<file path="config.mk">
export PLATFORM = sky130hd
export DESIGN_NAME = tksc_ram
export DESIGN_NICKNAME = d
export VERILOG_FILES = /design/src/hdl/tksc_ram.sv
export SDC_FILE = /design/constraint.sdc
export NUM_CORES = 1
export LEC_CHECK = 0
export ABC_AREA = 1
export BUFFER_PORTS_ARGS = -buffer_cell sky130_fd_sc_hd__buf_2
export CELL_PAD_IN_SITES_DETAIL_PLACEMENT = 0
export CELL_PAD_IN_SITES_GLOBAL_PLACEMENT = 1
export CORE_ASPECT_RATIO = 1.2
export CORE_MARGIN = 5
export CORE_UTILIZATION = 52
export DETAILED_ROUTE_END_ITERATION = 10
export PLACE_DENSITY = 0.92
export SLEW_MARGIN = 20
export SYNTH_ARGS = -nofsm -noshare
export SYNTH_HDL_FRONTEND = slang
export SYNTH_SLANG_ARGS = --single-unit
</file>
<file path="constraint.sdc">
create_clock -name clk -period 1.83 [get_ports clk]
set_input_delay 0 -clock clk [delete_from_list [all_inputs] [get_ports clk]]
set_output_delay 0 -clock clk [all_outputs]
set_load 0.1 [all_outputs]
</file>
<file path="src/hdl/tksc_ram.sv">
// ----------------------------------------------------------------------------
// tksc_ram: generic simple dual-port RAM
// One write port, one read port, read data registered.
// ----------------------------------------------------------------------------
module tksc_ram #(
	parameter int WIDTH = 8,
	parameter int DEPTH = 16,
	localparam int AW = (DEPTH > 1) ? $clog2(DEPTH) : 1
) (
	input  logic             clk,
	input  logic             we,
	input  logic [AW-1:0]    waddr,
	input  logic [WIDTH-1:0] wdata,
	input  logic             re,
	input  logic [AW-1:0]    raddr,
	output logic [WIDTH-1:0] rdata
);

	logic [WIDTH-1:0] mem_q [DEPTH];

	always_ff @(posedge clk) begin
		if (we) begin
			mem_q[waddr] <= wdata;
		end
		if (re) begin
			rdata <= mem_q[raddr];
		end
	end

endmodule

</file>
==> impl_summary.log <==
[metrics] Final ANT Viol Nets: 0
[metrics] final routed DRC violation total: 0
[metrics] first-pass GRT wire length: 20,600 um
[metrics] number of global-route vias before repair: 3,822
[metrics] IO buf count: 26
[metrics] worst setup path category: reg -> reg
[metrics] routed length per placed instance: 17.7 um
[metrics] RSZ-0062 raised after global routing: false
[metrics] slew at the pin with the worst max-slew slack: 0.768 ns
[metrics] ratio of total power to cell area: 1100 nW/um^2
[metrics] fmax: 0.787 GHz
[metrics] FF+latch area: 4080 sq um
[metrics] detailed-route vias per instance: 5.27
[metrics] proportion of layout cells with a drive suffix above 1: 0.116
[metrics] flip-flop and latch count after synthesis: 136
[metrics] aggregate global-route resource usage: 0.207
[metrics] total wire length after detailed routing: 13,000 um
[metrics] worst vdd ir: 677 uV
[metrics] number of H-tree levels: 4
[metrics] via count: 3,881
[metrics] setup slack of the worst register-to-register path: 0.56 ns
[metrics] total negative setup slack: 0 ns
[metrics] cell area after technology mapping: 5850 sq um
[metrics] total die area: 13,500 sq um
[metrics] count of distinct cell types in the synthesized netlist: 11
[metrics] x dimension of the die: 107 um
[metrics] Worst Hold Path Cells: 1
[metrics] Worst Hold Path EP: mem_q[3][1]
[metrics] hold buffers post-CTS: 2
[metrics] Int Power: 5740 uW
[metrics] TritonCTS clock tree: yes
[metrics] fraction of the yosys area taken by sequential cells: 0.698
[metrics] path depth of the worst reg2reg path: 6
[metrics] Slew headroom: 0.486
[metrics] clock tree skew after final layout: 0.00488 ns
[metrics] count of mapped cells out of synthesis: 551
[metrics] sw power: 1620 uW
[metrics] most frequent cells in the layout: sky130_fd_sc_hd__nand2_1, sky130_fd_sc_hd__edfxtp_1, sky130_fd_sc_hd__inv_1, sky130_fd_sc_hd__nand3_1, sky130_fd_sc_hd__buf_2
[metrics] number of setup violations in the final report: 0
[metrics] source of the worst hold timing path: wdata[1]
[metrics] die outline height: 126 um
[metrics] min Tclk post-route: 1.27 ns
[metrics] Worst setup SP type: register
[metrics] clock buffers created by TritonCTS: 17
[metrics] postcts setup bufs: 0
[metrics] # fillers: 873
[metrics] standby leakage power: 0.00291 uW
[metrics] clock tree root buffer cell: sky130_fd_sc_hd__clkbuf_16
[metrics] relative contribution of combinational cells to total power: 0.071
[metrics] Top Ports: 27
[metrics] final standard cell utilization of the core: 0.608
[metrics] finished layout cell area: 6710 sq um
[metrics] synthesized net count: 570
[metrics] initial antenna violation count: 0
[metrics] effective utilization at floorplan: 0.530
[metrics] Seq pwr share: 0.480
[metrics] maximum number of pins on one net before global-route repair: 65
[metrics] placement-stage cell area: 6120 sq um
[metrics] required time at the endpoint of the critical path: 1.99 ns
[metrics] total count of max-transition violations in the final report: 0
[metrics] Detail Placement HPWL: 7890 um
[metrics] switching portion of total power: 0.220
[metrics] grt total ovfl: 0
[metrics] synth warn: 0
[metrics] critical register-to-register path endpoint: rdata[4]
[metrics] number of hold-slack violations in the final timing report: 0
[metrics] area added between synthesis and finish: 14.7%
[metrics] routability congestion estimate from global placement: 0.844
[metrics] average cell area after synthesis: 10.6 sq um
[metrics] std cell rows: 42
[metrics] Worst setup EP type: register
[metrics] antenna diode instance count: 0
[metrics] status: finished clean
[metrics] clock sink count: 136
[metrics] R2R Path Start: mem_q[11][4]
[metrics] proportion of power drawn by the clock network: 0.449
[metrics] number of instances resized during post-cts repair: 0
[metrics] number of detailed-route iterations in the first pass: 5
[metrics] data arrival time at the worst-slack endpoint: 1.43 ns
[metrics] Max Cap Viol: 0
[metrics] area of the multi-input gates: 1210 sq um
[metrics] critical path peak fanout: 1
[metrics] most common cell after layout, fill and taps aside: sky130_fd_sc_hd__nand2_1
[metrics] Tightest Hold Check Type: in -> reg
[metrics] period utilization: 0.694
[metrics] core outline area: 11,000 sq um
[metrics] insertion delay to the later sink of the worst-skew pair: 0.41 ns
[metrics] clock-pin slew on the worst setup and hold paths: 0.06 ns
[metrics] initial detailed-routing violation count: 435
[metrics] fin nets: 610
[metrics] maximum buffer depth of the clock tree: 2
logic make-up (layout without fill, tap and decap cells):
| family | count (synthesis) | after routing | share of synthesized area |
|---|---|---|---|
| simple gates | 289 | 289 | 0.208 |
| flops | 136 | 136 | 0.698 |
| buf+inv | 126 | 179 | 0.0939 |
area by class of cell:
class / instances / area share
Clock inverter: 12 / 0.0198
Multi-Input combinational cell: 289 / 0.181
Inverter: 102 / 0.0571
Sequential cell: 136 / 0.609
Timing Repair Buffer: 45 / 0.0433
Clock buffer: 20 / 0.0651
Tap cell: 132 / 0.0246
registers in the layout (all words and copies together), names as in the netlist:
register,cells
mem_q,128
rdata,8
worst max path at each step:
stage	startpoint	end	slack (ns)	cells after the start
floorplan	waddr[2]	mem_q[10][0]	0.88	2
global placement	raddr[0]	rdata[4]	0.29	7
detailed placement	raddr[0]	rdata[4]	0.28	7
CTS	mem_q[11][4]	rdata[4]	0.56	6
global route	mem_q[9][4]	rdata[4]	0.52	6
finish	mem_q[11][4]	rdata[4]	0.56	6
power groups by stage:
stage                     clock, uW  combinational, uW  sequential, uW
after floorplan                   0                246            3700
after global placement            0                512            3590
after detailed placement          0                519            3600
after CTS                      3320                527            3530
after global routing           3460                574            3540
final                          3310                526            3530
per-stage QoR:
step | power (uW) | instances | worst slack, ns | hold WS [ns]
finish | 7360 | 736 | 0.560 | 0.00200
global route | 7570 | 736 | 0.518 | 0.00926
CTS | 7380 | 736 | 0.563 | 0.00213
detailed placement | 4110 | 702 | 0.280 | 0.380
global placement | 4110 | 702 | 0.289 | 0.383
floorplan | 3950 | 551 | 0.879 | 0.0989
worst max-delay path, cell delays in order (launching register included):
cell                       delay, ns
sky130_fd_sc_hd__edfxtp_1       0.37
sky130_fd_sc_hd__inv_1          0.07
sky130_fd_sc_hd__nand2_1        0.05
sky130_fd_sc_hd__nand3_1        0.11
sky130_fd_sc_hd__nand3_1        0.13
sky130_fd_sc_hd__nand3_1        0.22
sky130_fd_sc_hd__nand2_1        0.07
synthesized netlist by cell type, drive strengths merged:
cell type	count	area (sq um)
inv	102	383
nand2	173	649
buf	24	166
nor2	17	63.8
nand3b	2	15.0
nand3	97	485
edfxtp	136	4080
layer usage:
metal	up-vias	track usage	share of wire
met4	0	0.0850	0.023
met1	1804	0.271	0.39
met3	25	0.0558	0.090
met5	-	0	0
li1	1857	-	-
met2	195	0.330	0.49
Note: power is estimated with default switching activity, not from simulation.
