<file path="config.mk">
export PLATFORM = sky130hd
export DESIGN_NAME = tksc_ctrl
export DESIGN_NICKNAME = d
export VERILOG_FILES = /design/src/hdl/tksc_pkg.sv /design/src/hdl/tksc_ctrl.sv
export SDC_FILE = /design/constraint.sdc
export NUM_CORES = 1
export LEC_CHECK = 0
export ABC_CLOCK_PERIOD_IN_PS = 28300
export BUFFER_PORTS_ARGS = -buffer_cell sky130_fd_sc_hd__buf_4
export CORE_AREA = 10 10 330 332
export DETAILED_ROUTE_END_ITERATION = 8
export DIE_AREA = 0 0 340 342
export PLACE_DENSITY_LB_ADDON = 0.25
export SETUP_SLACK_MARGIN = 0.15
export SYNTH_ARGS = -nofsm -noshare
export SYNTH_HDL_FRONTEND = slang
export SYNTH_SLANG_ARGS = --single-unit
</file>
<file path="constraint.sdc">
create_clock -name clk -period 28.3 [get_ports clk]
set_clock_uncertainty 0.05 [all_clocks]
set_input_delay 5.66 -clock clk [delete_from_list [all_inputs] [get_ports clk]]
set_output_delay 5.66 -clock clk [all_outputs]
set_load 0.02 [all_outputs]
</file>
<file path="src/hdl/tksc_pkg.sv">
// ----------------------------------------------------------------------------
// tksc_pkg: shared types and constants for the TTL key slot cache
// Request opcodes, sequencer states and the words passed between the
// controller and the top level.
// ----------------------------------------------------------------------------
package tksc_pkg;

	localparam int KEY_W   = 64;
	localparam int SEC_W   = 256;
	localparam int TIME_W  = 32;
	localparam int OP_W    = 3;
	localparam int CNT_W   = 5;
	localparam int ENTRY_W = KEY_W + TIME_W;

	localparam logic [TIME_W-1:0] TTL_RESET = 32'd3600;

	// Request codes; 6 and 7 are unused and answer with a plain reject
	typedef enum logic [OP_W-1:0] {
		OP_PUT   = 3'd0,
		OP_GET   = 3'd1,
		OP_HAS   = 3'd2,
		OP_EVICT = 3'd3,
		OP_CLEAR = 3'd4,
		OP_COUNT = 3'd5
	} op_t;

	typedef enum logic [2:0] {
		ST_IDLE,
		ST_SCAN,
		ST_FIN,
		ST_READ,
		ST_RESP
	} state_t;

	// Captured request word
	typedef struct packed {
		op_t               op;
		logic [KEY_W-1:0]  key;
		logic [SEC_W-1:0]  secret;
		logic [TIME_W-1:0] now;
	} req_t;

	// Result summary from the controller; the secret comes from the RAM
	typedef struct packed {
		logic             ok;
		logic             get_hit;
		logic [CNT_W-1:0] live_count;
	} resp_t;

endpackage

</file>
<file path="src/hdl/tksc_ctrl.sv">
// ----------------------------------------------------------------------------
// tksc_ctrl: request sequencer for the TTL key slot cache
// Holds the slot valid bits, walks the key/expiry RAM one slot a cycle,
// records the first match and first free slot, then commits the request.
// ----------------------------------------------------------------------------
module tksc_ctrl import tksc_pkg::*; #(
	parameter int SLOTS = 16,
	localparam int SW = (SLOTS > 1) ? $clog2(SLOTS) : 1,
	localparam int CW = $clog2(SLOTS + 1)
) (
	input  logic               clk,
	input  logic               arst_n,
	// request side
	input  logic               in_valid,
	output logic               in_stall,
	input  req_t               req_in,
	input  logic [TIME_W-1:0]  ttl,
	// key/expiry RAM
	output logic               ent_re,
	output logic [SW-1:0]      ent_raddr,
	input  logic [ENTRY_W-1:0] ent_rdata,
	output logic [ENTRY_W-1:0] ent_wdata,
	// secret RAM
	output logic               sec_re,
	output logic [SW-1:0]      sec_raddr,
	output logic [SEC_W-1:0]   sec_wdata,
	// shared write port
	output logic               wr_en,
	output logic [SW-1:0]      wr_addr,
	// result side
	output logic               resp_valid,
	input  logic               resp_take,
	output resp_t              resp
);

	state_t              state_q, state_d;
	req_t                req_q;
	logic [CW-1:0]       iss_cnt_q;
	logic                rd_vld_s1;
	logic [SW-1:0]       rd_idx_s1;
	logic [SLOTS-1:0]    valid_q;
	logic [SLOTS-1:0]    exp_mask_q;
	logic                found_q, m_exp_q, free_found_q;
	logic [SW-1:0]       m_idx_q, f_idx_q;
	logic [CNT_W-1:0]    cnt_q;
	resp_t               resp_q;

	logic                accept, scan_done;
	logic                slot_v, slot_hit, slot_exp;
	logic [KEY_W-1:0]    slot_key;
	logic [TIME_W-1:0]   slot_expiry;
	logic                live_hit, key_nz, put_wr;
	logic [TIME_W:0]     exp_sum;
	logic [TIME_W-1:0]   exp_new;
	resp_t               resp_d;

	assign accept = in_valid && !in_stall;

	// slot under inspection: RAM data lines up with the _s1 index
	assign slot_key    = ent_rdata[ENTRY_W-1:TIME_W];
	assign slot_expiry = ent_rdata[TIME_W-1:0];
	assign slot_v      = valid_q[rd_idx_s1];
	assign slot_exp    = req_q.now >= slot_expiry;
	assign slot_hit    = rd_vld_s1 && slot_v && (slot_key == req_q.key);
	assign scan_done   = rd_vld_s1 && (rd_idx_s1 == SW'(SLOTS - 1));

	// commit decisions
	assign live_hit = found_q && !m_exp_q;
	assign key_nz   = req_q.key != '0;
	assign put_wr   = (state_q == ST_FIN) && (req_q.op == OP_PUT) && key_nz
		&& (live_hit || free_found_q);

	// saturating expiry
	assign exp_sum = {1'b0, req_q.now} + {1'b0, ttl};
	assign exp_new = exp_sum[TIME_W] ? '1 : exp_sum[TIME_W-1:0];

	assign ent_raddr = iss_cnt_q[SW-1:0];
	assign ent_wdata = {req_q.key, exp_new};
	assign sec_wdata = req_q.secret;
	assign sec_raddr = m_idx_q;
	assign wr_en     = put_wr;
	assign wr_addr   = live_hit ? m_idx_q : f_idx_q;
	assign resp      = resp_q;

	// result summary formed at commit
	always_comb begin
		resp_d = '0;
		case (req_q.op)
			OP_PUT: begin
				resp_d.ok = key_nz && (live_hit || free_found_q);
			end
			OP_GET: begin
				resp_d.ok      = live_hit;
				resp_d.get_hit = live_hit;
			end
			OP_HAS: begin
				resp_d.ok = live_hit;
			end
			OP_EVICT, OP_CLEAR: begin
				resp_d.ok = 1'b1;
			end
			OP_COUNT: begin
				resp_d.ok         = 1'b1;
				resp_d.live_count = cnt_q;
			end
			default: begin
				resp_d = '0;
			end
		endcase
	end

	// next state and RAM strobes
	always_comb begin
		state_d    = state_q;
		in_stall   = state_q != ST_IDLE;
		ent_re     = 1'b0;
		sec_re     = 1'b0;
		resp_valid = 1'b0;
		case (state_q)
			ST_IDLE: begin
				if (in_valid) state_d = ST_SCAN;
			end
			ST_SCAN: begin
				ent_re = iss_cnt_q < CW'(SLOTS);
				if (scan_done) state_d = ST_FIN;
			end
			ST_FIN: begin
				sec_re  = (req_q.op == OP_GET) && live_hit;
				state_d = sec_re ? ST_READ : ST_RESP;
			end
			ST_READ: begin
				state_d = ST_RESP;
			end
			ST_RESP: begin
				resp_valid = 1'b1;
				if (resp_take) state_d = ST_IDLE;
			end
			default: begin
				state_d = ST_IDLE;
			end
		endcase
	end

	always_ff @(posedge clk or negedge arst_n) begin
		if (!arst_n) begin
			state_q <= ST_IDLE;
		end else begin
			state_q <= state_d;
		end
	end

	// request capture
	always_ff @(posedge clk) begin
		if (accept) begin
			req_q <= req_in;
		end
	end

	// scan bookkeeping, valid bits and commit
	always_ff @(posedge clk or negedge arst_n) begin
		if (!arst_n) begin
			iss_cnt_q    <= '0;
			rd_vld_s1    <= 1'b0;
			rd_idx_s1    <= '0;
			valid_q      <= '0;
			exp_mask_q   <= '0;
			found_q      <= 1'b0;
			m_exp_q      <= 1'b0;
			m_idx_q      <= '0;
			free_found_q <= 1'b0;
			f_idx_q      <= '0;
			cnt_q        <= '0;
			resp_q       <= '0;
		end else begin
			rd_vld_s1 <= ent_re;
			rd_idx_s1 <= iss_cnt_q[SW-1:0];
			if (accept) begin
				iss_cnt_q    <= '0;
				exp_mask_q   <= '0;
				found_q      <= 1'b0;
				free_found_q <= 1'b0;
				cnt_q        <= '0;
			end
			if (ent_re) begin
				iss_cnt_q <= iss_cnt_q + CW'(1);
			end
			// per-slot inspection
			if (rd_vld_s1) begin
				exp_mask_q[rd_idx_s1] <= slot_v && slot_exp;
				if (slot_hit && !found_q) begin
					found_q <= 1'b1;
					m_idx_q <= rd_idx_s1;
					m_exp_q <= slot_exp;
				end
				if ((!slot_v || slot_exp) && !free_found_q) begin
					free_found_q <= 1'b1;
					f_idx_q      <= rd_idx_s1;
				end
				if (req_q.op == OP_EVICT && slot_hit) begin
					valid_q[rd_idx_s1] <= 1'b0;
				end
				if (req_q.op == OP_COUNT && slot_v) begin
					if (slot_exp) begin
						valid_q[rd_idx_s1] <= 1'b0;
					end else begin
						cnt_q <= cnt_q + CNT_W'(1);
					end
				end
			end
			// commit
			if (state_q == ST_FIN) begin
				resp_q <= resp_d;
				case (req_q.op)
					OP_PUT: begin
						// no live match: reap expired slots before taking one
						valid_q <= ((key_nz && !live_hit) ? (valid_q & ~exp_mask_q) : valid_q)
							| (put_wr ? (SLOTS'(1) << wr_addr) : '0);
					end
					OP_GET, OP_HAS: begin
						if (found_q && m_exp_q) begin
							valid_q[m_idx_q] <= 1'b0;
						end
					end
					OP_CLEAR: begin
						valid_q <= '0;
					end
					default: begin
					end
				endcase
			end
		end
	end

endmodule

</file>
==> results of run 1 <==
per-stage QoR:
step	utilization	worst slack (ns)	total power, mW	hold WS (ns)
floorplan	-	14.42	1.15	0.367
detailed placement	0.256	13.70	1.33	0.422
global placement	0.256	13.71	1.33	0.420
finish	0.272	13.55	1.97	0.432
global route	0.272	13.40	2.06	0.446
CTS	0.272	13.69	2.00	0.436
worst min path at each step:
stage / startpoint / end / slack [ns]
6_report: iss_cnt_q[1] / rd_idx_s1[1] / 0.43
5_1_grt: resp[5] / resp[5] / 0.45
4_1_cts: resp[5] / resp[5] / 0.44
3_5_place_dp: resp[5] / resp[5] / 0.42
3_3_place_gp: iss_cnt_q[2] / rd_idx_s1[2] / 0.42
2_1_floorplan: iss_cnt_q[1] / rd_idx_s1[1] / 0.37
cell families after synthesis:
group | share of synthesized area
AND/OR/NAND/NOR | 0.103
adder cells (fa/ha/maj) | 0.0412
XOR/XNOR | 0.0281
AO/OA/AOI/OAI | 0.0766
multiplexers | 0.0147
flip-flops | 0.602
buffers and inverters | 0.135
cells in the mapped netlist, types with 14 or more instances:
cell type  instances
xor2_1            18
a32oi_1           16
nor2_1            39
nand2b_1          51
nand4_1           43
o21ai_0           68
nand3_1           49
nor4_1            27
nand2_1           97
a21oi_1           55
buf_4            325
nor2b_1           14
xnor2_1           48
clkbuf_1          23
dfrtp_1           68
edfxtp_1         355
inv_1             55
a21o_1            15
nor3_1            19
ha_1              66
sequential cells by signal (all words and copies together) (netlist names):
register / cells
iss_cnt_q: 5
resp: 7
sec_raddr: 4
free_found_q: 1
req_q: 35
valid_q: 16
sec_wdata: 256
cnt_q: 5
ent_wdata: 64
rd_vld_s1: 1
exp_mask_q: 16
state_q: 3
f_idx_q: 4
found_q: 1
rd_idx_s1: 4
m_exp_q: 1
layout by cell type, fill, tap and decap left out, types with 19 or more instances in the layout:
cell type    n
dfrtp_1     68
a21oi_1     55
nor4_1      27
edfxtp_1   355
buf_4      871
ha_1        66
nand3_1     49
nand2b_1    51
clkbuf_16   52
nand4_1     43
nand2_1     97
nor3_1      19
inv_1       54
xnor2_1     48
o21ai_0     68
nor2_1      39
layout make-up:
class / instances / area share
Inverter: 56 / 0.00779
Timing Repair Buffer: 871 / 0.234
Clock inverter: 28 / 0.0103
Sequential cell: 423 / 0.442
Clock buffer: 67 / 0.0489
Tap cell: 1380 / 0.0618
Antenna cell: 2 / 0.000179
Multi-Input combinational cell: 792 / 0.195
metal layers:
metal	part of all wire	track usage	vias up
li1	-	-	6766
met1	0.35	0.148	7189
met2	0.51	0.248	718
met3	0.10	0.0608	133
met4	0.034	0.0544	12
met5	0.0012	0	-
worst register-to-register path: cells and delay by family, from the launching register on:
kind | cells | cell delay (ns)
simple gates | 3 | 1.63
compound gates | 4 | 1.41
fa+ha+maj | 1 | 0.32
flops | 1 | 0.43
power by group through the flow:
stage / clock network, mW / logic, mW / registers [mW]
after floorplan: 0 / 0.312 / 0.836
after global placement: 0 / 0.478 / 0.850
after detailed placement: 0 / 0.480 / 0.852
after CTS: 0.677 / 0.482 / 0.840
after global routing: 0.702 / 0.513 / 0.848
final: 0.654 / 0.474 / 0.839
==> flow_summary.json, run 1 <==
{
  "net-switching-power_uw": 625,
  "path_cells": "buf_4, ha_1, inv_1, fa_1, nand2b_1, a21oi_1, o21ai_1, or3_1, a311oi_1, or2_2, a311oi_4, buf_4, o21ai_0, buf_4",
  "setup_violations": 0,
  "antenna_found_initial": 12,
  "cp.depth": 14,
  "multiInputGateArea_mm2": 0.00544,
  "syn_nets": 2179,
  "rsz0062_at_grt": "no",
  "postRouteAntennaNets": 0,
  "cp_max_fo": 31,
  "gp_congestion": 0.883,
  "dr.pass1.iters": 7,
  "fin_area_mm2": 0.0279,
  "routed_wl_mm": 86.4,
  "start_kind": "input port",
  "ff_latch_area_mm2": 0.0124,
  "power_frac_seq": 0.427,
  "die_area_mm2": 0.116,
  "worstPathRequired_ns": 22.59,
  "port_buffers": 862,
  "grt_start_max_net_pins": 86,
  "die_h_um": 342,
  "synthesis.area_mm2": 0.0205,
  "fin_crit_sh": 0.521,
  "synth.top_cell.area_share": 0.519,
  "fmax_ghz": 0.0678,
  "tns_ns": 0,
  "post_dp_cell_area_mm2": 0.0263,
  "rows": 118,
  "dp_cells": 3522,
  "grt_use_total": 0.141,
  "grt_overflow_total": 0,
  "tightest_slew_ns": 1.23,
  "rrSetupSlack_ns": 24.31,
  "worstPathArrival_ns": 9.04,
  "status": "completed",
  "crit_end": "ent_wdata[12]",
  "r2r-start": "req_q[29]",
  "crit_start": "ttl[0]",
  "vias_per_cell": 4.09,
  "synth_edf_count": 355,
  "critical_path.endpoint_type": "output pin",
  "critPathMostFrequentCell": "buf_4",
  "core_mm2": 0.103,
  "numCtsBuffers": 52,
  "htree_levels": 2,
  "cts_hold_buf": 0,
  "hold_viol_final": 0,
  "clockBufferDepth": 3,
  "crit_path_max_incr_delay_ns": 0.46,
  "relSlewSlack": 0.173,
  "hp-class": "flip-flop to flip-flop",
  "clkTransAtPathRegs_ns": 0.05,
  "wl_per_cell_um": 23.9,
  "ir_drop_uv": 50.6,
  "synth_area_leaders": "edfxtp_1 (52%), buf_4 (12%), dfrtp_1 (8.3%)",
  "fillers": 10700,
  "synthCells": 1625,
  "die_width_um": 340,
  "clk_latency_ns": 0.63,
  "ys_types": 70,
  "ys_ff_latch": 423,
  "drv_cap": 0,
  "yosysSeqAreaShare": 0.602,
  "clkPwrFrac": 0.333,
  "area_growth_pct": 36.0,
  "post_cts.repair.setup_buffers": 0,
  "power_frac_comb": 0.241,
  "power.leakage_nw": 11.4,
  "grt_pass1_vias": 16000,
  "nets": 2750,
  "root_buffer": "clkbuf_16",
  "r2r_cells": 8,
  "clock_sinks": 423,
  "vias": 14800,
  "cp_top_family": "compound AO/OA/AOI/OAI gates",
  "crit_type": "input port to output pin",
  "worst-path-buf-inv": 4,
  "synth_warnings": 0,
  "sw_frac_of_total": 0.318,
  "worst_path_max_delay_cell": "a311oi_1",
  "drcViolationCount": 0,
  "grt_pass1_wl_mm": 119,
  "p_per_area_mw_per_mm2": 70.4,
  "initial_core_util": 0.200,
  "p_int_mw": 1.34,
  "dp_hpwl_mm": 72.0,
  "first_iter_violations": 967,
  "whs_path_depth": 0,
  "syn_area_per_cell_um2": 12.6,
  "final_cells": 3619,
  "slew_viol_final": 0,
  "fin_crit_ns": 14.75,
  "yosysTopAreaCell": "edfxtp_1",
  "synth-async-reset-ratio": 0.161,
  "cts_resized": 0,
  "synthFlopType": "edfxtp_1",
  "r2r-end": "valid_q[4]",
  "boundaryPins": 863,
  "drive_above_1_share": 0.435,
  "cts_tree": "yes"
}
(Power assumes the default switching activity.)
==> run 2: changes to the inputs <==
--- a/config.mk
+++ b/config.mk
@@ -5,11 +5,11 @@
 export SDC_FILE = /design/constraint.sdc
 export NUM_CORES = 1
 export LEC_CHECK = 0
-export ABC_CLOCK_PERIOD_IN_PS = 28300
+export ABC_CLOCK_PERIOD_IN_PS = 14160
 export BUFFER_PORTS_ARGS = -buffer_cell sky130_fd_sc_hd__buf_4
-export CORE_AREA = 10 10 330 332
+export CORE_AREA = 10 10 331 333
 export DETAILED_ROUTE_END_ITERATION = 8
-export DIE_AREA = 0 0 340 342
+export DIE_AREA = 0 0 341 343
 export PLACE_DENSITY_LB_ADDON = 0.25
 export SETUP_SLACK_MARGIN = 0.15
 export SYNTH_ARGS = -nofsm -noshare
==> constraint.sdc (replaced) <==
create_clock -name clk -period 14.16 [get_ports clk]
set_clock_uncertainty 0.05 [all_clocks]
set_input_delay 2.832 -clock clk [delete_from_list [all_inputs] [get_ports clk]]
set_output_delay 2.832 -clock clk [all_outputs]
set_load 0.02 [all_outputs]
==> flow_summary.json, run 2 (synthesis gave the netlist of run 1 again) <==
{
  "drcViolationCount": 0,
  "worst_path_max_delay_cell": "o311ai_0",
  "grt_start_max_net_pins": 149,
  "port_buffers": 862,
  "fin_crit_sh": 0.652,
  "setup_violations": 0,
  "layout_commonest_cell": "buf_4",
  "vias": 15000,
  "drive_above_1_share": 0.434,
  "hold_viol_final": 0,
  "boundaryPins": 863,
  "multiInputGateArea_mm2": 0.00544,
  "post_dp_cell_area_mm2": 0.0263,
  "worstPathRequired_ns": 11.28,
  "grt_pass1_vias": 15800,
  "p_total_mw": 3.94,
  "cts_hold_buf": 0,
  "status": "completed",
  "relSlewSlack": 0.296,
  "cts_resized": 0,
  "root_buffer": "clkbuf_16",
  "rsz0062_at_grt": "no",
  "rows": 118,
  "dr.pass1.iters": 6,
  "tns_ns": 0,
  "crit_type": "input port to output pin",
  "post_cts.repair.setup_buffers": 0,
  "clkTransAtPathRegs_ns": 0.05,
  "die_h_um": 343,
  "start_kind": "input port",
  "clockBufferDepth": 3,
  "worstHoldStart": "iss_cnt_q[1]",
  "grt_pass1_wl_mm": 122,
  "clk_latency_ns": 0.62,
  "largest_register_ffs": 256,
  "worstPathArrival_ns": 6.35,
  "crit_path_max_incr_delay_ns": 0.70,
  "p_per_area_mw_per_mm2": 141,
  "die_area_mm2": 0.117,
  "gp_congestion": 0.875,
  "antenna_found_initial": 7,
  "grt_overflow_total": 0,
  "dp_hpwl_mm": 75.3,
  "fin_area_mm2": 0.0280,
  "mostFrequentLayoutCells": "buf_4 (871), edfxtp_1 (355), nand2_1 (97)",
  "core_mm2": 0.103,
  "fmax_ghz": 0.108,
  "first_iter_violations": 1044,
  "hold_slack_ns": 0.426,
  "ir_drop_uv": 118,
  "htree_levels": 2,
  "wl_per_cell_um": 24.7,
  "numCtsBuffers": 53,
  "cts_tree": "yes",
  "ff_latch_area_mm2": 0.0124,
  "critical_path.endpoint_type": "output pin",
  "die_width_um": 341,
  "power.leakage_nw": 11.4,
  "routed_wl_mm": 89.5,
  "grt_use_total": 0.145,
  "path_cells": "buf_4, ha_1, a21oi_1, nor2_1, o211ai_1, a21oi_1, o311ai_0, nand3b_1, a31oi_1, mux2i_1, buf_4",
  "area_growth_pct": 36.0,
  "diodes": 0,
  "tightest_slew_ns": 1.06,
  "crit_start": "ttl[1]",
  "cp_max_fo": 5,
  "slew_viol_final": 0,
  "postRouteAntennaNets": 0,
  "drv_cap": 0,
  "vias_per_cell": 4.15,
  "hp-class": "flip-flop to flip-flop",
  "fillers": 10800,
  "r2r-start": "req_q[0]",
  "initial_core_util": 0.200,
  "nets": 2752,
  "clock_sinks": 423,
  "fin_crit_ns": 9.23
}
==> run 2: changes by cell type in the layout (fill, tap and decap cells not counted), sizes merged <==
cell      delta
buf          +1
bufinv       -2
clkbuf      +11
clkinv      -10
clkinvlp     +1
diode        -2
==> run 2: per-stage QoR <==
| step | util | std cells | setup WS, ns |
|---|---|---|---|
| after floorplan | - | 1625 | 3.11 |
| after global placement | 0.256 | 3523 | 5.00 |
| after detailed placement | 0.256 | 3523 | 4.96 |
| after CTS | 0.272 | 3618 | 4.94 |
| after global routing | 0.272 | 3618 | 4.59 |
| final | 0.272 | 3618 | 4.93 |
==> run 2: final timing paths <==
check,to,slack [ns],cells after the start
hold reg to reg,rd_idx_s1[1],0.43,0
setup / recovery,ent_wdata[31],4.93,11
hold / removal,rd_idx_s1[1],0.43,0
max in group asynchronous,exp_mask_q[11],11.15,1
setup reg to reg,exp_mask_q[2],10.34,10
min in group asynchronous,resp[6],2.30,1
==> run 2: area by class of cell <==
cell class,count,area share
sequential,423,0.442
tap,1380,0.0618
clock buffer,78,0.0522
inverter,56,0.00779
timing repair buffer,872,0.235
clock inverter,17,0.00676
multi-input combinational,792,0.195
==> run 2: metal layers <==
layer | GRT usage | vias to the layer above | share of wire
li1 | - | 6775 | -
met1 | 0.162 | 7402 | 0.38
met2 | 0.254 | 704 | 0.50
met3 | 0.0602 | 120 | 0.10
met4 | 0.0333 | 12 | 0.021
met5 | 0 | - | 0.00089
==> run 2: where the power goes <==
| group | total [mW] | leakage (nW) | internal, mW | switching (mW) |
|---|---|---|---|---|
| Combinational | 0.976 | 6.54 | 0.385 | 0.591 |
| Sequential | 1.67 | 4.03 | 1.54 | 0.126 |
| Clock | 1.30 | 0.798 | 0.751 | 0.546 |
| Total | 3.94 | 11.4 | 2.68 | 1.26 |
==> run 2: critical path: cells and delay by family <==
family | cells | cell delay [ns]
compound gates | 5 | 1.81
mux | 1 | 0.56
simple gates | 2 | 0.44
buf+inv | 2 | 0.40
fa+ha+maj | 1 | 0.29
